### src/websocket_frame_deframer_macros.svh
// Assertion macros for the WebSocket frame deframer RTL.
// Included by the modules that carry concurrent assertions; no other dependencies.
`ifndef WEBSOCKET_FRAME_DEFRAMER_MACROS_SVH
`define WEBSOCKET_FRAME_DEFRAMER_MACROS_SVH

`ifndef ASSERT_OFF
// General form with an explicit clock and reset.
`define WSFD_ASSERT_CLK(lbl, clk, rst, prop, msg) \
   lbl: assert property (@(posedge clk) disable iff (rst) prop) else $error(msg);
// Common form on the block clock and reset.
`define WSFD_ASSERT(lbl, prop, msg) \
   `WSFD_ASSERT_CLK(lbl, clock, reset, prop, msg)
`else
`define WSFD_ASSERT_CLK(lbl, clk, rst, prop, msg)
`define WSFD_ASSERT(lbl, prop, msg)
`endif

`endif

### src/wsfd_pkg.sv
// Package for the WebSocket frame deframer: parser phases, result struct, constants.
// No dependencies; imported by every module of the block.
`default_nettype none

package wsfd_pkg;

   // Parser phases of the frame header and payload.
   typedef enum logic [2:0] {
      PH_HDR0  = 3'd0,
      PH_HDR1  = 3'd1,
      PH_EXT16 = 3'd2,
      PH_EXT64 = 3'd3,
      PH_KEY   = 3'd4,
      PH_DATA  = 3'd5
   } phase_type;

   // One result transfer.
   typedef struct packed {
      logic [7:0]  data_byte;
      logic        data_valid;
      logic        fin_flag;
      logic [3:0]  frame_opcode;
      logic        was_masked;
      logic [62:0] frame_length;
      logic        oversize;
      logic        last;
   } result_type;

   localparam logic [6:0]  LEN_CODE_EXT16 = 7'd126;
   localparam logic [6:0]  LEN_CODE_EXT64 = 7'd127;
   localparam logic [2:0]  EXT16_BYTES    = 3'd2;
   localparam logic [2:0]  EXT64_WRAP     = 3'd0;
   localparam logic [2:0]  KEY_LAST_BYTE  = 3'd3;
   localparam logic [31:0] MAX_LEN_RESET  = 32'd4096;

   // Register index decoded from the configuration address.
   localparam logic CSR_IDX_MAX_LEN = 1'b0;

endpackage

`default_nettype wire

### src/websocket_frame_deframer.sv
// WebSocket frame deframer (RFC 6455 base framing), one byte of frame stream per cycle.
// A byte enters an input register; the parser decodes FIN, opcode, mask flag, the 7-bit,
// 16-bit or 64-bit length and the masking key, and each payload byte leaves through the
// result register unmasked, with the frame header, an oversize flag (length above
// max_payload_len at CSR byte address 0) and a last marker. A frame of length zero gives one
// result with data_valid low; other header bytes give no result. The block takes one byte
// every cycle while req_stall is low; a payload byte passes the input register, then the
// result register. rsp_stall reaches req_stall combinationally only when the result
// register is full and the byte in the input register has a result to deliver.
// Depends on wsfd_pkg, wsfd_csr, wsfd_parse and wsfd_outreg.
`default_nettype none

module websocket_frame_deframer
   import wsfd_pkg::*;
(
   input  wire logic        clock,
   input  wire logic        reset,
   // Input byte stream.
   input  wire logic        req_valid,
   output logic             req_stall,
   input  wire logic [7:0]  req_in_byte,
   // Result stream.
   output logic             rsp_valid,
   input  wire logic        rsp_stall,
   output logic [7:0]       rsp_data_byte,
   output logic             rsp_data_valid,
   output logic             rsp_fin_flag,
   output logic [3:0]       rsp_frame_opcode,
   output logic             rsp_was_masked,
   output logic [62:0]      rsp_frame_length,
   output logic             rsp_oversize,
   output logic             rsp_last,
   // Configuration port.
   input  wire logic        csr_psel,
   input  wire logic        csr_penable,
   input  wire logic        csr_pwrite,
   input  wire logic [2:0]  csr_paddr,
   input  wire logic [31:0] csr_pwdata,
   output logic [31:0]      csr_prdata,
   output logic             csr_pready
);

   logic       [31:0] max_len;
   logic              out_ready;
   logic              res_load;
   result_type        res;
   result_type        rsp_res;

   wsfd_csr u_csr (
      .clock       (clock),
      .reset       (reset),
      .csr_psel    (csr_psel),
      .csr_penable (csr_penable),
      .csr_pwrite  (csr_pwrite),
      .csr_paddr   (csr_paddr),
      .csr_pwdata  (csr_pwdata),
      .csr_prdata  (csr_prdata),
      .csr_pready  (csr_pready),
      .max_len     (max_len)
   );

   wsfd_parse u_parse (
      .clock       (clock),
      .reset       (reset),
      .req_valid   (req_valid),
      .req_in_byte (req_in_byte),
      .req_stall   (req_stall),
      .max_len     (max_len),
      .out_ready   (out_ready),
      .res_load    (res_load),
      .res         (res)
   );

   wsfd_outreg u_outreg (
      .clock     (clock),
      .reset     (reset),
      .res_load  (res_load),
      .res_in    (res),
      .rsp_stall (rsp_stall),
      .out_ready (out_ready),
      .rsp_valid (rsp_valid),
      .rsp_res   (rsp_res)
   );

   // Result fields onto their ports.
   assign rsp_data_byte    = rsp_res.data_byte;
   assign rsp_data_valid   = rsp_res.data_valid;
   assign rsp_fin_flag     = rsp_res.fin_flag;
   assign rsp_frame_opcode = rsp_res.frame_opcode;
   assign rsp_was_masked   = rsp_res.was_masked;
   assign rsp_frame_length = rsp_res.frame_length;
   assign rsp_oversize     = rsp_res.oversize;
   assign rsp_last         = rsp_res.last;

endmodule

`default_nettype wire

### src/wsfd_csr.sv
// Configuration register block of the WebSocket frame deframer (APB-style port).
// Depends on wsfd_pkg.
`default_nettype none

module wsfd_csr
   import wsfd_pkg::*;
(
   input  wire logic        clock,
   input  wire logic        reset,
   input  wire logic        csr_psel,
   input  wire logic        csr_penable,
   input  wire logic        csr_pwrite,
   input  wire logic [2:0]  csr_paddr,
   input  wire logic [31:0] csr_pwdata,
   output logic [31:0]      csr_prdata,
   output logic             csr_pready,
   output logic [31:0]      max_len
);

   logic [31:0] max_len_ff;
   logic [31:0] max_len_in;
   logic        wr_en;
   logic        reg_idx;

   assign csr_pready = 1'b1;
   assign reg_idx    = csr_paddr[2];
   assign wr_en      = csr_psel && csr_penable && csr_pwrite && csr_pready;

   // A write transfer to the limit register updates it.
   always_comb begin
      max_len_in = max_len_ff;
      if (wr_en && (reg_idx == CSR_IDX_MAX_LEN)) begin
         max_len_in = csr_pwdata;
      end
   end

   always_ff @(posedge clock) begin
      if (reset) begin
         max_len_ff <= MAX_LEN_RESET;
      end else begin
         max_len_ff <= max_len_in;
      end
   end

   // Read back; addresses past the register list read as zero.
   always_comb begin
      csr_prdata = 32'd0;
      if (reg_idx == CSR_IDX_MAX_LEN) begin
         csr_prdata = max_len_ff;
      end
   end

   assign max_len = max_len_ff;

endmodule

`default_nettype wire

### src/wsfd_parse.sv
// Input register and header/payload parser of the WebSocket frame deframer.
// Depends on wsfd_pkg and websocket_frame_deframer_macros.svh.
`default_nettype none
`include "websocket_frame_deframer_macros.svh"

module wsfd_parse
   import wsfd_pkg::*;
(
   input  wire logic        clock,
   input  wire logic        reset,
   input  wire logic        req_valid,
   input  wire logic [7:0]  req_in_byte,
   output logic             req_stall,
   input  wire logic [31:0] max_len,
   input  wire logic        out_ready,
   output logic             res_load,
   output result_type       res
);

   // Input register.
   logic        in_valid_ff, in_valid_in;
   logic [7:0]  in_byte_ff, in_byte_in;

   // Frame state.
   phase_type   phase_ff, phase_in;
   logic        fin_ff, fin_in;
   logic [3:0]  opcode_ff, opcode_in;
   logic        mask_ff, mask_in;
   logic [62:0] length_ff, length_in;
   logic [2:0]  cnt_ff, cnt_in;
   logic [31:0] key_ff, key_in;
   logic [62:0] remain_ff, remain_in;
   logic [1:0]  idx_ff, idx_in;

   logic        advance;
   logic        in_ready;
   logic        emit;
   logic [7:0]  data_out;
   logic        data_vld;
   logic        last_out;
   logic [7:0]  key_byte;
   logic [6:0]  code;
   logic        len_done;
   logic        hdr_done;
   logic [62:0] hdr_len;
   logic        hdr_mask;

   // The byte in the input register moves on unless its result finds the output full.
   assign advance   = in_valid_ff && (!emit || out_ready);
   assign in_ready  = !in_valid_ff || advance;
   assign req_stall = !in_ready;
   assign res_load  = advance && emit;

   always_comb begin
      in_valid_in = in_valid_ff;
      in_byte_in  = in_byte_ff;
      if (in_ready) begin
         in_valid_in = req_valid;
         if (req_valid) begin
            in_byte_in = req_in_byte;
         end
      end
   end

   always_ff @(posedge clock) begin
      if (reset) begin
         in_valid_ff <= 1'b0;
      end else begin
         in_valid_ff <= in_valid_in;
      end
      in_byte_ff <= in_byte_in;
   end

   // Key byte for the current payload position; the first key byte on the wire comes first.
   always_comb begin
      case (idx_ff)
         2'd0:    key_byte = key_ff[31:24];
         2'd1:    key_byte = key_ff[23:16];
         2'd2:    key_byte = key_ff[15:8];
         default: key_byte = key_ff[7:0];
      endcase
   end

   assign code = in_byte_ff[6:0];

   // Next state and result for the byte in the input register.
   always_comb begin
      phase_in  = phase_ff;
      fin_in    = fin_ff;
      opcode_in = opcode_ff;
      mask_in   = mask_ff;
      length_in = length_ff;
      cnt_in    = cnt_ff;
      key_in    = key_ff;
      remain_in = remain_ff;
      idx_in    = idx_ff;
      emit      = 1'b0;
      data_out  = 8'd0;
      data_vld  = 1'b0;
      last_out  = 1'b0;
      len_done  = 1'b0;
      hdr_done  = 1'b0;
      hdr_len   = length_ff;
      hdr_mask  = mask_ff;

      if (in_valid_ff) begin
         case (phase_ff)
            PH_HDR0: begin
               fin_in    = in_byte_ff[7];
               opcode_in = in_byte_ff[3:0];
               phase_in  = PH_HDR1;
            end
            PH_HDR1: begin
               mask_in   = in_byte_ff[7];
               hdr_mask  = in_byte_ff[7];
               cnt_in    = 3'd0;
               length_in = 63'd0;
               if (code == LEN_CODE_EXT16) begin
                  phase_in = PH_EXT16;
               end else if (code == LEN_CODE_EXT64) begin
                  phase_in = PH_EXT64;
               end else begin
                  length_in = {56'd0, code};
                  hdr_len   = {56'd0, code};
                  len_done  = 1'b1;
               end
            end
            PH_EXT16, PH_EXT64: begin
               length_in = {length_ff[54:0], in_byte_ff};
               hdr_len   = {length_ff[54:0], in_byte_ff};
               cnt_in    = cnt_ff + 3'd1;
               if (((phase_ff == PH_EXT16) && (cnt_in == EXT16_BYTES)) ||
                   ((phase_ff == PH_EXT64) && (cnt_in == EXT64_WRAP))) begin
                  len_done = 1'b1;
               end
            end
            PH_KEY: begin
               key_in = {key_ff[23:0], in_byte_ff};
               cnt_in = cnt_ff + 3'd1;
               if (cnt_ff == KEY_LAST_BYTE) begin
                  hdr_done = 1'b1;
               end
            end
            PH_DATA: begin
               emit      = 1'b1;
               data_vld  = 1'b1;
               data_out  = mask_ff ? (in_byte_ff ^ key_byte) : in_byte_ff;
               idx_in    = idx_ff + 2'd1;
               remain_in = remain_ff - 63'd1;
               if (remain_ff == 63'd1) begin
                  last_out = 1'b1;
                  phase_in = PH_HDR0;
               end
            end
            default: begin
               phase_in = PH_HDR0;
            end
         endcase

         // Length complete: either fetch the key or finish the header.
         if (len_done) begin
            cnt_in = 3'd0;
            if (hdr_mask) begin
               key_in   = 32'd0;
               phase_in = PH_KEY;
            end else begin
               hdr_done = 1'b1;
            end
         end

         // Header complete: an empty frame gives one header-only result.
         if (hdr_done) begin
            cnt_in    = 3'd0;
            idx_in    = 2'd0;
            remain_in = hdr_len;
            if (hdr_len == 63'd0) begin
               emit     = 1'b1;
               last_out = 1'b1;
               phase_in = PH_HDR0;
            end else begin
               phase_in = PH_DATA;
            end
         end
      end
   end

   always_ff @(posedge clock) begin
      if (reset) begin
         phase_ff  <= PH_HDR0;
         fin_ff    <= 1'b1;
         opcode_ff <= 4'd1;
         mask_ff   <= 1'b0;
         length_ff <= 63'd0;
         cnt_ff    <= 3'd0;
         key_ff    <= 32'd0;
         remain_ff <= 63'd0;
         idx_ff    <= 2'd0;
      end else if (advance) begin
         phase_ff  <= phase_in;
         fin_ff    <= fin_in;
         opcode_ff <= opcode_in;
         mask_ff   <= mask_in;
         length_ff <= length_in;
         cnt_ff    <= cnt_in;
         key_ff    <= key_in;
         remain_ff <= remain_in;
         idx_ff    <= idx_in;
      end
   end

   // Result fields; the header fields are those after this byte is taken.
   always_comb begin
      res.data_byte    = data_out;
      res.data_valid   = data_vld;
      res.fin_flag     = fin_in;
      res.frame_opcode = opcode_in;
      res.was_masked   = mask_in;
      res.frame_length = length_in;
      res.oversize     = (length_in[62:32] != 31'd0) || (length_in[31:0] > max_len);
      res.last         = last_out;
   end

   // A frame in the payload phase always has bytes left to deliver.
   `WSFD_ASSERT(a_remain_nonzero, (phase_ff == PH_DATA) |-> (remain_ff != 63'd0),
                "payload phase entered with no bytes remaining")
   // A result outside the payload phase is the header-only result of an empty frame.
   `WSFD_ASSERT(a_hdr_only, (res_load && (phase_ff != PH_DATA)) |->
                (!res.data_valid && res.last && (res.frame_length == 63'd0)),
                "header-only result is malformed")
   // A first header byte always leads to the second one.
   `WSFD_ASSERT(a_hdr_seq, (advance && (phase_ff == PH_HDR0)) |=> (phase_ff == PH_HDR1),
                "first header byte did not lead to the second")
   // The last payload byte returns the parser to the start of a frame.
   `WSFD_ASSERT(a_last_return, (res_load && res.last) |=> (phase_ff == PH_HDR0),
                "parser did not return to frame start after the last result")

endmodule

`default_nettype wire

### src/wsfd_outreg.sv
// Result register of the WebSocket frame deframer.
// Depends on wsfd_pkg.
`default_nettype none

module wsfd_outreg
   import wsfd_pkg::*;
(
   input  wire logic       clock,
   input  wire logic       reset,
   input  wire logic       res_load,
   input  wire result_type res_in,
   input  wire logic       rsp_stall,
   output logic            out_ready,
   output logic            rsp_valid,
   output result_type      rsp_res
);

   logic       valid_ff, valid_in;
   result_type res_ff, res_in_d;

   // The register can take a new result when empty or when its content transfers now.
   assign out_ready = !valid_ff || !rsp_stall;

   always_comb begin
      valid_in = valid_ff;
      res_in_d = res_ff;
      if (out_ready) begin
         valid_in = res_load;
         if (res_load) begin
            res_in_d = res_in;
         end
      end
   end

   always_ff @(posedge clock) begin
      if (reset) begin
         valid_ff <= 1'b0;
      end else begin
         valid_ff <= valid_in;
      end
      res_ff <= res_in_d;
   end

   assign rsp_valid = valid_ff;
   assign rsp_res   = res_ff;

endmodule

`default_nettype wire

### config.mk
export PLATFORM = sky130hd
export DESIGN_NAME = websocket_frame_deframer
export DESIGN_NICKNAME = d
export VERILOG_FILES = /design/src/wsfd_pkg.sv /design/src/websocket_frame_deframer.sv /design/src/wsfd_csr.sv /design/src/wsfd_parse.sv /design/src/wsfd_outreg.sv
export VERILOG_INCLUDE_DIRS = /design/src /design/src/src
export SDC_FILE = /design/constraint.sdc
export NUM_CORES = 1
export LEC_CHECK = 0
export BUFFER_PORTS_ARGS = -buffer_cell sky130_fd_sc_hd__buf_2
export CAP_MARGIN = 10
export CELL_PAD_IN_SITES_DETAIL_PLACEMENT = 0
export CELL_PAD_IN_SITES_GLOBAL_PLACEMENT = 1
export CORE_UTILIZATION = 41
export DETAILED_ROUTE_END_ITERATION = 7
export HOLD_SLACK_MARGIN = 0.12
export PLACE_DENSITY_LB_ADDON = 0.12
export SLEW_MARGIN = 10
export SYNTH_ARGS = -nofsm -noshare
export SYNTH_HDL_FRONTEND = slang
export SYNTH_HIERARCHICAL = 1
export SYNTH_SLANG_ARGS = --single-unit
### constraint.sdc
create_clock -name clock -period 5.2 [get_ports clock]
set_input_delay 0.26 -clock clock [delete_from_list [all_inputs] [get_ports clock]]
set_output_delay 0.26 -clock clock [all_outputs]
set_load 0.05 [all_outputs]
==> impl.org, run 1 <==
** Clock tree
- Clock Pin Slew Worst Setup and Hold Paths :: around 60 ps
- Buffers added to address setup during post-CTS repair amount to 0.
- Maximum root-to-sink buffer count :: 3
- After clock tree synthesis, the repair step resized 0 gates.
- Clock insertion delay at the later pin of the skew report :: between 500 and 600 ps
- TritonCTS built the clock tree.
- Hold buffer count at cts :: 42
- Clock tree synthesis selected as its root buffer the cell clkbuf_16.
- H-tree levels :: 2
- Buffers inserted during clock tree synthesis total 36.
- The tree built by TritonCTS fans out to just under 300 sinks.

** Worst setup path
- STA classifies the critical path endpoint as a register.
- Class of the most critical setup path :: reg2reg
- STA classifies the critical path startpoint as a register.
- Data on the critical path is required at its endpoint by around 5500 ps.
- Origin of the critical flop-to-flop path :: u_parse/phase_ff[1]$_SDFFE_PP0P_
- First element of the critical path :: u_parse/phase_ff[1]$_SDFFE_PP0P_
- Critical path peak fanout :: 20
- For flop-to-flop paths, the worst setup slack is roughly 1100 ps.
- Data arrives at the worst endpoint at 4410 ps.

** Finish
- Share of final-layout standard cells stronger than drive strength 1 :: 16.8%
- From synthesis to final layout, the design area changed by 15.8%.
- Finished Cell Area :: approximately 19,000 um^2
- Most frequent cells in the layout :: dfxtp_1 (206), buf_2 (160), nand2_1 (108)
- Multi-input gate area in the final layout :: 8700 um^2
- Most common library cell in the layout ignoring fill and taps :: dfxtp_1
- In the final layout, flip-flops and latches occupy roughly 6800 um^2.
- For this run, the post-layout net count is roughly 2,000.
- Counting the fill cells in the layout gives ~3,800.

** STA
- The final max-slew violation count is 0.
- Unrepaired setup endpoints after global routing :: no
- Slew HR :: a little under 8%
- Final critical-path required period :: ~4100 ps
- Final worst clock skew :: approximately 23 ps
- Derived from the worst setup path, the maximum achievable clock frequency is 0.243 GHz.
- For the final routed database, the setup TNS stands at 0 ps.
- Final worst path period share :: approximately four fifths
- Setup violations remaining at the end of the flow were counted as 0.
- Transition time of the tightest slew-check pin :: ~1400 ps
- The number of hold violations in the final report was 0.

** Global route
- Total Routing Usage GR :: roughly 27%
- Maximum number of pins on one net before global-route repair :: 94
- Vias in the first global route :: around 15,000
- The number of antenna violations at the first check in global routing is 0.
- Global route overflow :: 0
- Global-route wire length before repair :: ~87,000 um

** Min path
- Worst Hold Class :: in2reg
- Beginning of the worst hold path :: reset

** Routing
- Drc violations :: 0
- Once detail routing completed, the nets flagged for antenna violations numbered 0.
- The detailed router finished its first iteration with between 1,500 and 2,000 violations.
- After detailed routing, the number of vias per cell comes to 6.22.
- For this run, the detailed router's first-pass iteration total came to 6.
- Detailed-route wire length per cell :: between 20 and 25 um
- Summing over every cut layer, the via total after detailed routing is between 15,000 and 20,000.
- Routed WL :: roughly 56,000 um

** Synth
- Commonest register cell after synthesis :: dfxtp_1
- Post-synthesis cell type count :: 90
- Counting every net in the synthesized netlist gives about 1,900.
- Cell area after synthesis :: approximately 16,000 um^2
- In the synthesized netlist the async set-or-reset flop fraction comes to 0%.
- Yosys mapped a number of flops with a built-in enable equal to slightly below 90.
- The synthesized design contains between 200 and 300 register bits.
- Post-Synthesis Cells :: 1,831
- The share of the Yosys chip area taken by registers is between 40% and 50%.
- The Yosys step of the flow raised 6 warnings.
- Each instance of the synthesized netlist takes up on average ~9 um^2.

** Power
- Leakage power :: between 6 and 7 nW
- Total power divided by cell area :: approximately 320 nW/um^2
- Peak ir drop on the vdd network :: approximately 180 uV

** Placement
- The placed instances occupy a cell area of 17,400 um^2.
- During placement, the flow inserted port buffers numbering between 150 and 200.
- The HPWL after detailed placement is between 30,000 and 40,000 um.
- Routability congestion estimate from global placement :: between 0.8 and 0.9

** Floorplanning
- During I/O placement, the number of pins put on the boundary was ~170.
- Cell row count :: around 70
- Measured along the y axis, the die boundary spans roughly 200 um.
- Die Wd :: 202 um
- The initial utilization of the core area, before any placement, comes to between 40% and 50%.
- Core ar. :: 39,100 um^2
- Die ar. :: about 41,000 um^2

** Flow run
- Max-cap violations in this run came to 0.

** Run status
- Status :: complete, no violations
state kept, by name, indices dropped and copies added (netlist names):
register	cells
u_parse/key_ff	32
u_parse/length_ff	63
u_parse/opcode_ff	4
u_parse/in_valid_ff	1
u_parse/fin_ff	1
u_parse/cnt_ff	3
u_parse/in_byte_ff	8
u_csr/max_len	32
u_parse/mask_ff	1
u_outreg/rsp_res	80
u_parse/remain_ff	63
u_outreg/rsp_valid	1
u_parse/idx_ff	2
u_parse/phase_ff	3
layer usage:
layer / vias up / global-route usage [%] / routed length [um]
li1: 7161 / - / -
met1: 7571 / 37.5 / 25300
met2: 605 / 42.4 / 25700
met3: 99 / 4.10 / 3690
met4: 0 / 9.96 / 1750
met5: - / 0 / 0
final cells by class:
cell class                 count  share of cell area, %
multi-input combinational   1301                   45.8
timing repair buffer         235                   7.81
antenna                        1                 0.0132
sequential                   294                   35.6
tap                          518                   3.41
inverter                      68                   1.34
clock buffer                  47                   5.06
clock inverter                16                   1.01
critical path: stages (launching register included):
cell	delay (ps)
dfxtp_1	760
o21bai_1	240
nor2_1	790
o21ai_0	400
ha_1	400
nand4_1	90
nor2_1	160
nand3_1	100
or3_1	460
nor2b_1	170
a211o_1	270
cells by family (layout without fill, tap and decap cells):
logic type | count (synthesis) | count (layout) | share of synthesized area [%]
xor+xnor | 8 | 8 | 0.427
compound gates | 592 | 592 | 26.4
buf+inv | 236 | 366 | 6.19
mux | 41 | 41 | 2.57
flops | 294 | 294 | 41.2
other cells | 1 | 2 | 0.0228
simple gates | 617 | 617 | 20.0
fa+ha+maj | 42 | 42 | 3.20
per-stage QoR:
| step | power, W | setup slack, ps | instances | util [%] | hold WS (ps) |
|---|---|---|---|---|---|
| floorplan | 0.00334 | 73.1 | 1831 | - | 332 |
| global placement | 0.00362 | 1190 | 2374 | 44.6 | 438 |
| detailed placement | 0.00363 | 1190 | 2374 | 44.6 | 439 |
| CTS | 0.00619 | 1170 | 2479 | 48.6 | 172 |
| global route | 0.00639 | 783 | 2479 | 48.6 | 247 |
| finish | 0.00615 | 1080 | 2480 | 48.6 | 238 |
Yosys cell counts (8+ instances only):
library cell,instances,area [um^2]
dfxtp_1,206,4120
clkbuf_1,114,428
nand2_1,112,420
nor2_1,103,387
a21oi_1,101,505
edfxtp_1,88,2640
nand3_1,88,440
nor2b_1,70,438
inv_1,67,251
nand2b_1,66,413
o211ai_1,66,495
nor3_1,61,305
o21ai_0,60,300
a22o_1,50,438
a22oi_1,44,330
ha_1,42,526
o22ai_1,42,263
a32oi_1,33,289
a21bo_2,32,320
mux2i_1,32,320
a31oi_1,28,175
nor4_1,28,175
buf_2,25,125
nand4_1,25,156
a221oi_1,19,166
o31ai_1,18,135
buf_1,14,52.6
or3_1,14,87.6
a32o_1,12,120
mux2_2,9,101
a21o_1,8,60.1
a222oi_1,8,80.1
buf_4,8,60.1
power breakdown:
part	internal, W	switching [W]
clock	0.00150	0.00102
combinational	0.000369	0.000792
sequential	0.00241	0.0000546
total	0.00428	0.00187
worst paths after layout:
kind / depth (start not counted) / to
max: 10 / u_outreg/rsp_res[1]$_DFFE_PP_
min: 2 / u_parse/length_ff[4]$_SDFFE_PP0P_
max reg2reg: 10 / u_outreg/rsp_res[1]$_DFFE_PP_
min reg2reg: 2 / u_parse/remain_ff[30]$_SDFFE_PP0P_
Note: power is estimated with default switching activity, not from simulation.
==> run 2: changes to the inputs <==
Settings changed: ABC_AREA from default to 1, CORE_UTILIZATION 41 to 43.
Clock period 5.2 ns to 4 ns, I/O delays scaled along.
==> run 2 against run 1 <==
  * Global-route usage up 0.22 points
  * Clock power up 38%
  * Core utilization up 2.7 points
  * Worst setup slack worse by 880 ps
  * Total power up 44%
  * Synthesized area up 4.4%
  * Die area down 0.42%
  * Non-clock buffer count up 5
  * Sequential share of layout area down 1.8 points
  * Via count up 10%
  * Register-to-register slack worse by 670 ps
  * Final area up 5.3%
==> impl.org, run 2 <==
** Worst setup path
- For this run, the slowest stage of the critical path takes around 420 ps.
- Arrival time worst endpoint :: 3600 ps
- Category of the worst setup path capture point :: output pin
- Worst path most repeated cell :: nand2_1
- On the critical path, the stage with the largest delay is an instance of dfxtp_1.
- The critical path goes through inv_2 -> nand2_1 -> nand2_1 -> inv_2 -> buf_4 -> nand3_1 -> nand2_1 -> nand2_1 -> inv_1 -> nand2_1 -> nor2_1 -> nand2_1 -> nor2_1 -> nand3_2 -> nand2_2 -> nand2_4 -> buf_16 -> inv_1 -> clkbuf_4.
- The critical path in this run is classified as reg2out.
- Data required, critical path :: around 3800 ps
- First element of the critical path :: u_parse/phase_ff[0]$_SDFFE_PP0P_
- The worst register-to-register path begins at u_parse/phase_ff[0]$_SDFFE_PP0P_.
- Critical Path Source Type :: register
- Critical path peak fanout :: between 100 and 150

** Synth
- After synthesis, the cell types taking the most area are dfxtp_1 (24%), edfxtp_1 (15%), nand2_1 (13%), nor2_1 (9.9%), inv_1 (6.2%).
- Counting every net in the synthesized netlist gives ~2,600.
- Of the total synthesized cell area, the portion taken by AND, OR, NAND and NOR gates is between 30% and 40%.
- After synthesis, the share of flip-flops with an asynchronous set or reset is 0%.
- In the synthesized netlist the dominant register cell turns out to be dfxtp_1.
- Post-Synthesis Cells :: 2,550
- Per-instance average area after synthesis :: approximately 6.7 um^2
- Yosys printed 6 warnings.
- Mux share of post-synthesis cell area :: 0.117%
- The share of the Yosys chip area taken by registers is roughly 40%.
- After synthesis the netlist holds a flip-flop and latch count of slightly below 300.
- Post-synthesis compound-gate area fraction :: between 10% and 20%
- Portion of synthesized cell area occupied by the leading cell type :: around a quarter
- Cell type contributing the most total cell area after synthesis :: dfxtp_1
- The most common cell in the synthesized netlist is nand2_1.
- After Yosys synthesis, full adders, half adders and majority gates account for under 10% of the synthesized area.
- Main combinational cell family by area after synthesis :: simple AND/OR/NAND/NOR gates
- Number of synthesized flops with an enable pin :: around 90
- The mapped netlist covers about 17,000 um^2.
- Of the total synthesized cell area, the portion taken by XOR and XNOR cells is around 2.5%.
- Most frequent cells after synthesis :: nand2_1 (601), nor2_1 (454), inv_1 (281)
- In this run, distinct cell masters in the synthesized netlist total 48.

** STA
- The final critical path takes up 95.0% of the cycle.
- The worst pin sits at a relative slew slack of between 10% and 20%.
- Setup repair after global routing left no endpoint under its margin.
- In the final timing run, aggregate negative setup slack is 0 ps.
- Setup violations remaining at the end of the flow were counted as 0.
- Final critical-path required period :: roughly 3800 ps
- Final Hold Fails :: 0
- Based on the critical path, the design can be clocked at up to roughly 0.26 GHz.
- Transition time of the tightest slew-check pin :: between 1000 and 1500 ps
- Total count of max-transition violations in the final report :: 0
- Final worst clock skew :: roughly 30 ps

** Finish
- Summing all non-filler instances in the final layout gives an area of ~20,000 um^2.
- The register with the most flip-flops in the layout has 80 of them.
- Final net count :: 2,775
- Of the cells placed in the final design, the portion with a size suffix greater than 1 is about a tenth.
- The repair_antennas step left the layout with diodes totalling 0.
- From synthesis to final layout, the design area changed by 16.7%.
- In the layout the commonest cells are nand2_1 (598), nor2_1 (453), inv_1 (279).
- Most common library cell in the layout ignoring fill and taps :: nand2_1

** Floorplanning
- Number of I/O pins :: 165
- Initial core utilization :: between 40% and 50%
- Vertical die dimension :: 202 um
- After floorplanning, the core was sized to cover 39,000 um^2.
- Die ar. :: 40,700 um^2
- The die is 202 um wide.
- The floorplan has slightly above 70 rows.

** Clock tree
- The tree is rooted in a clkbuf_16.
- At the later pin of the worst-skew pair, clock insertion delay measures approximately 560 ps.
- The H-tree generated during clock tree synthesis spans 2 levels.
- The tree built by TritonCTS fans out to between 200 and 300 sinks.
- After clock tree synthesis, the setup repair step added 0 buffers.
- Clock Pin Slew Worst Setup and Hold Paths :: approximately 70 ps
- Maximum root-to-sink buffer count :: 3
- Buffers inserted during clock tree synthesis total 36.
- TritonCTS built the clock tree.

** Routing
- WL met2 :: ~27,000 um
- Met3 Routed Length :: approximately 2600 um
- Detailed-route wire length per cell :: between 15 and 20 um
- In this run the top signal layer used is met4.
- Via density per instance :: roughly 5.3
- The first routing iteration left between 1,000 and 1,500 violations.
- Via total after detailed routing :: about 17,000
- DR pass1 iterations :: 5
- For this run, design rule violations remaining after detail routing come to 0.
- The count of nets left with antenna violations once routing finished came out at 0.
- For this block, the routed nets add up to between 50,000 and 60,000 um of wire.
- The detailed router put a total of around 24,000 um of wire on met1.

** Run status
- Status :: complete, no violations

** Placement
- Routability congestion estimate from global placement :: approximately 0.91
- Number of input and output port buffers inserted :: roughly 160
- The wire-length estimate of the detail-placed layout is about 39,000 um.
- Area after detailed placement :: between 15,000 and 20,000 um^2

** Global route
- Global routing finished with a remaining overflow of 0.
- Maximum number of pins on one net before global-route repair :: 106
- Vias in the first global route :: ~16,000
- The first global-routing pass estimated just under 90,000 um of wire.
- Total Routing Usage GR :: between 20 and 30%
- Antenna violations before repair :: 0

** Power
- Overall power of the completed layout :: slightly below 0.009 W
- Summed over all cells, the static leakage comes to just under 9 nW.
- Total power divided by cell area :: 441 nW/um^2
- VDD sags by at most ~350 uV.

** Min path
- The worst hold path belongs to the class in2reg.
- The startpoint identified for the worst hold timing path is csr_psel.

** Flow run
- Max-cap violations in this run came to 0.
-- run 2: cell types whose count changed after synthesis, sizes merged, moves of 40 or more --
cell    change
clkbuf     -53
inv       +221
o21ai     +116
nand3     +110
nor2b      -70
nor2      +355
o211ai     -64
a22o       -49
nor3       -49
nand2b     -66
a22oi      -40
nand2     +495
-- run 2: repair_timing --
action                                  4_1_cts  5_1_grt
endpoints found under the setup margin        0        1
resized for setup                             0        8
hold endpoints to repair                     45        0
hold buffers                                 43        0
-- run 2: cell families after synthesis --
group,Yosys count
and+or+nand+nor,1327
muxes,2
xor gates and xnor gates,49
other,1
AOI/OAI and AO/OA,401
adders and majority gates,42
DFF,294
buffers and inverters,434
-- run 2: per-stage QoR --
stage / cells / hold slack, ps / worst slack [ps] / utilization, %
2_1_floorplan: 2550 / 262 / 75.7 / -
3_3_place_gp: 3120 / 379 / 481 / 46.9
3_5_place_dp: 3120 / 378 / 438 / 46.9
4_1_cts: 3229 / 170 / 90.2 / 51.3
5_1_grt: 3229 / 206 / 6.07 / 51.3
6_report: 3229 / 196 / 202 / 51.3
-- run 2: worst paths after layout --
| check | endpoint | slack [ps] | cells after the start |
|---|---|---|---|
| max | req_stall | 200 | 19 |
| min | u_csr/max_len[24]$_SDFFE_PP0P_ | 200 | 5 |
| max reg2reg | u_parse/remain_ff[44]$_SDFFE_PP0P_ | 410 | 21 |
| min reg2reg | u_parse/remain_ff[59]$_SDFFE_PP0P_ | 460 | 2 |
-- run 2: worst max-delay path, delay by kind of cell, from the launching register on --
family / cells / cell delay, ps
flops: 1 / 420
simple gates: 12 / 1410
buf+inv: 7 / 1130
-- run 2: final cells by class --
| type | instances | area, um^2 |
|---|---|---|
| fill | 4026 | 19000 |
| multi-input combinational | 1822 | 8640 |
| sequential | 294 | 6770 |
| timing repair buffer | 240 | 1620 |
| inverter | 289 | 1080 |
| clock buffer | 52 | 1070 |
| tap | 518 | 648 |
| clock inverter | 14 | 186 |
-- run 2: power breakdown --
| group | switching [W] | internal (W) |
|---|---|---|
| registers | 0.0000996 | 0.00318 |
| logic | 0.00136 | 0.000713 |
| clock network | 0.00135 | 0.00213 |
-- run 2: routing by layer --
layer  track usage [%]  up-vias
met5                 0        -
met4              10.6        0
met3              3.48      105
met2              45.8      486
met1              35.4     7938
li1                  -     8474
==> run 3: changes to the inputs <==
Settings changed: CORE_UTILIZATION 43 to 34.
==> run 3 against run 2 <==
  * Final cell count is 4.7% higher
  * Critical path depth is 2 lower
  * Sequential share of layout area is 0.36 points lower
  * Flip-flop and latch count stayed put
  * Clock power is 2% higher
  * Non-clock buffer count is 6 higher
  * Routed wire length is 7.1% higher
  * Sequential power hardly changed
  * Worst setup slack better by 36 ps
  * Core utilization is 10 points lower
  * Register-to-register slack better by 20 ps
  * First-iteration DRC count is 10% lower
  * Critical endpoint unchanged
==> impl.org, run 3 (synthesis gave the netlist of run 2 again) <==
** Power
- Leakage power :: between 8 and 9 nW
- Total power divided by cell area :: about 440 nW/um^2
- Peak ir drop on the vdd network :: 284 uV

** Worst setup path
- Data required, critical path :: ~3800 ps
- Counting cells, the worst reg-to-reg path comes to 18.
- On the worst path, the slowest cell contributes a delay of between 400 and 500 ps.
- Terminus of the critical flop-to-flop path :: u_outreg/rsp_res[1]$_DFFE_PP_
- Setup slack on the worst reg-to-reg path comes out at 430 ps.
- Counting stages on the worst path, the most repeated cell is nand2_1.
- Worst path slowest cell :: dfxtp_1
- Class of the most critical setup path :: reg2out
- Of all nets on the critical path, the largest fanout is 38.
- Data arrives at the worst endpoint at approximately 3600 ps.
- The worst setup path is launched from a register.
- The worst setup path is captured at an output pin.
- The worst register-to-register path begins at u_parse/phase_ff[1]$_SDFFE_PP0P_.
- Traced cell by cell, the critical path runs through nand2_2 -> nor2_2 -> nand2_1 -> buf_4 -> nand3_1 -> nand2_1 -> nor2_1 -> nand2_1 -> nor2_1 -> nand2_1 -> nor2_2 -> nand3_2 -> nand2_2 -> nand2_4 -> buf_6 -> inv_1 -> buf_2.

** Routing
- The detail route stage leaves a number of antenna-violating nets equal to 0.
- Routed metal-1 wire length :: approximately 27,000 um
- After detailed routing, the total wire length is roughly 60,000 um.
- DRT iter0 DRCs :: between 1,000 and 1,500
- WL met2 :: slightly below 30,000 um
- The pre-antenna-repair detailed-routing pass consisted of 5 iterations.
- The routed layout has ~17,000 vias.
- Detailed-route wire length per cell :: roughly 18 um
- In the detailed route, the total length drawn on met3 is between 2000 and 2500 um.
- Dividing the detail-routed via count by the number of cells gives 5.02.
- Signal routing reaches up to met4.
- Drc violations :: 0

** Placement
- Routability congestion estimate from global placement :: between 0.8 and 0.9
- Summed over all nets, the half-perimeter wirelength after detailed placement is ~41,000 um.
- Number of input and output port buffers inserted :: approximately 160
- In this run the cell area measured after placement is 18,500 um^2.

** Min path
- Beginning of the worst hold path :: csr_psel
- Worst Hold Endpoint :: u_csr/max_len[20]$_SDFFE_PP0P_
- Cell depth of the worst min-delay path :: 5
- The tightest min-delay check is of the in2reg type.

** Finish
- Final Core Density :: about 41%
- Counting the fill cells in the layout gives between 5,000 and 6,000.
- In the final layout, the multi-input gates occupy slightly below 9000 um^2.
- Register area :: slightly below 7000 um^2
- Share of final-layout standard cells stronger than drive strength 1 :: approximately 11%
- The register with the most flip-flops in the layout has 80 of them.
- Most frequent cells in the layout :: nand2_1 (599), nor2_1 (452), inv_1 (279)
- Area added between synthesis and finish :: 18.0%
- After routing the design area is roughly 20,000 um^2.
- Most common library cell in the layout ignoring fill and taps :: nand2_1
- Final net count :: about 2,800
- 0 antenna diodes ended up in the layout.

** Clock tree
- Buffers added to address setup during post-CTS repair amount to 0.
- Clk sink count :: just under 300
- Clock-pin slew was measured on the worst setup and hold paths at approximately 60 ps.
- H-tree levels :: 2
- Number of buffers inserted during clock tree synthesis :: 37
- Root buffer cell :: clkbuf_16
- Clock insertion delay at the later pin of the skew report :: 560 ps
- No sink is reached through more buffers than the 3 on the longest clock path.
- TritonCTS built the clock tree.

** STA
- Measured against its own limit, the worst slew margin works out to 25.2%.
- Total count of max-transition violations in the final report :: 0
- Setup repair after global routing left no endpoint under its margin.
- For the final routed database, the setup TNS stands at 0 ps.
- Final worst clock skew :: about 19 ps
- Final worst path period share :: roughly 94%
- The number of hold violations in the final report was 0.
- Number of failing setup endpoints in the final timing report :: 0
- Max Fclk :: roughly 0.27 GHz
- For the finished layout, the period the worst path requires is around 3800 ps.
- For the pin with the worst max-slew slack, the measured transition is about 1100 ps.
- Final hold analysis gives a worst-case slack of 188 ps.

** Floorplanning
- Vertical die dimension :: roughly 230 um
- Cell row count :: 81
- Initial core utilization :: a little over a third
- Number of I/O pins :: 165
- From left edge to right edge, the die measures between 200 and 250 um.
- The floorplan step defined a core boundary enclosing roughly 49,000 um^2.
- Die ar. :: approximately 50,000 um^2

** Global route
- Global route overflow :: 0
- Vias in the first global route :: around 16,000
- Entering global routing, the biggest net connects 100 pins.
- For this run, the total global-route usage over all layers was measured as between 20% and 30%.
- Antenna violations before repair :: 0
- The first global-routing pass estimated ~94,000 um of wire.

** Run status
- The flow ran to the end, and the final reports show no timing, DRC or antenna violations.

** Flow run
- The tool flagged a number of max-cap violations equal to 0.
==> run 3: cell count changes in the layout (fill, tap and decap cells not counted), moves of 2 or more <==
cell / change
clkbuf_1: -3
a21boi_0: +2
clkinv_4: +2
buf_12: -2
a21boi_1: -2
clkinvlp_4: -2
buf_6: +3
buf_4: +6
clkinv_1: -3
clkinv_2: +6
==> run 3: power breakdown <==
part	internal [W]	switching (W)	total, W
clock network	0.00215	0.00139	0.00354
logic	0.000717	0.00140	0.00212
registers	0.00318	0.0000985	0.00328
==> run 3: area by class of cell <==
class | instances | share of cell area [%]
Multi-Input combinational cell | 1822 | 42.7
Clock buffer | 50 | 5.33
Timing Repair Buffer | 246 | 8.03
Clock inverter | 17 | 0.990
Inverter | 289 | 5.36
Sequential cell | 294 | 33.5
Tap cell | 664 | 4.11
==> run 3: worst max-delay path by stage <==
stage | endpoint | depth (start not counted) | slack, ps | start
3_3_place_gp | u_outreg/rsp_res[1]$_DFFE_PP_ | 15 | 390 | u_parse/phase_ff[0]$_SDFFE_PP0P_
6_report | req_stall | 17 | 240 | u_parse/phase_ff[0]$_SDFFE_PP0P_
5_1_grt | req_stall | 18 | 10 | u_parse/phase_ff[1]$_SDFFE_PP0P_
2_1_floorplan | u_outreg/rsp_res[0]$_DFFE_PP_ | 17 | 80 | u_parse/cnt_ff[0]$_SDFFE_PP0P_
4_1_cts | req_stall | 19 | 10 | u_parse/phase_ff[1]$_SDFFE_PP0P_
3_5_place_dp | u_outreg/rsp_res[1]$_DFFE_PP_ | 18 | 390 | u_parse/phase_ff[0]$_SDFFE_PP0P_
==> run 3: per-stage QoR <==
stage	setup slack, ps	total power, W	instances
after floorplan	75.7	0.00482	2550
after global placement	386	0.00540	3272
after detailed placement	386	0.00542	3272
after CTS	14.9	0.00904	3382
after global routing	14.7	0.00945	3382
final	238	0.00894	3382
==> run 3: layer usage <==
layer,up-vias,GRT usage [%]
li1,8494,-
met1,8016,31.1
met2,369,40.4
met3,84,2.31
met4,0,7.32
met5,-,0
==> run 3: critical path: cells and delay by family, from the launching register on <==
family | cells | cell delay (ps)
buffers and inverters | 4 | 890
DFF | 1 | 410
and+or+nand+nor | 13 | 1680
==> run 3: what timing repair did <==
item,CTS,global route
setup endpoints to repair,1,2
resized for setup,2,5
hold buffers,43,0
endpoints found under the hold margin,42,0
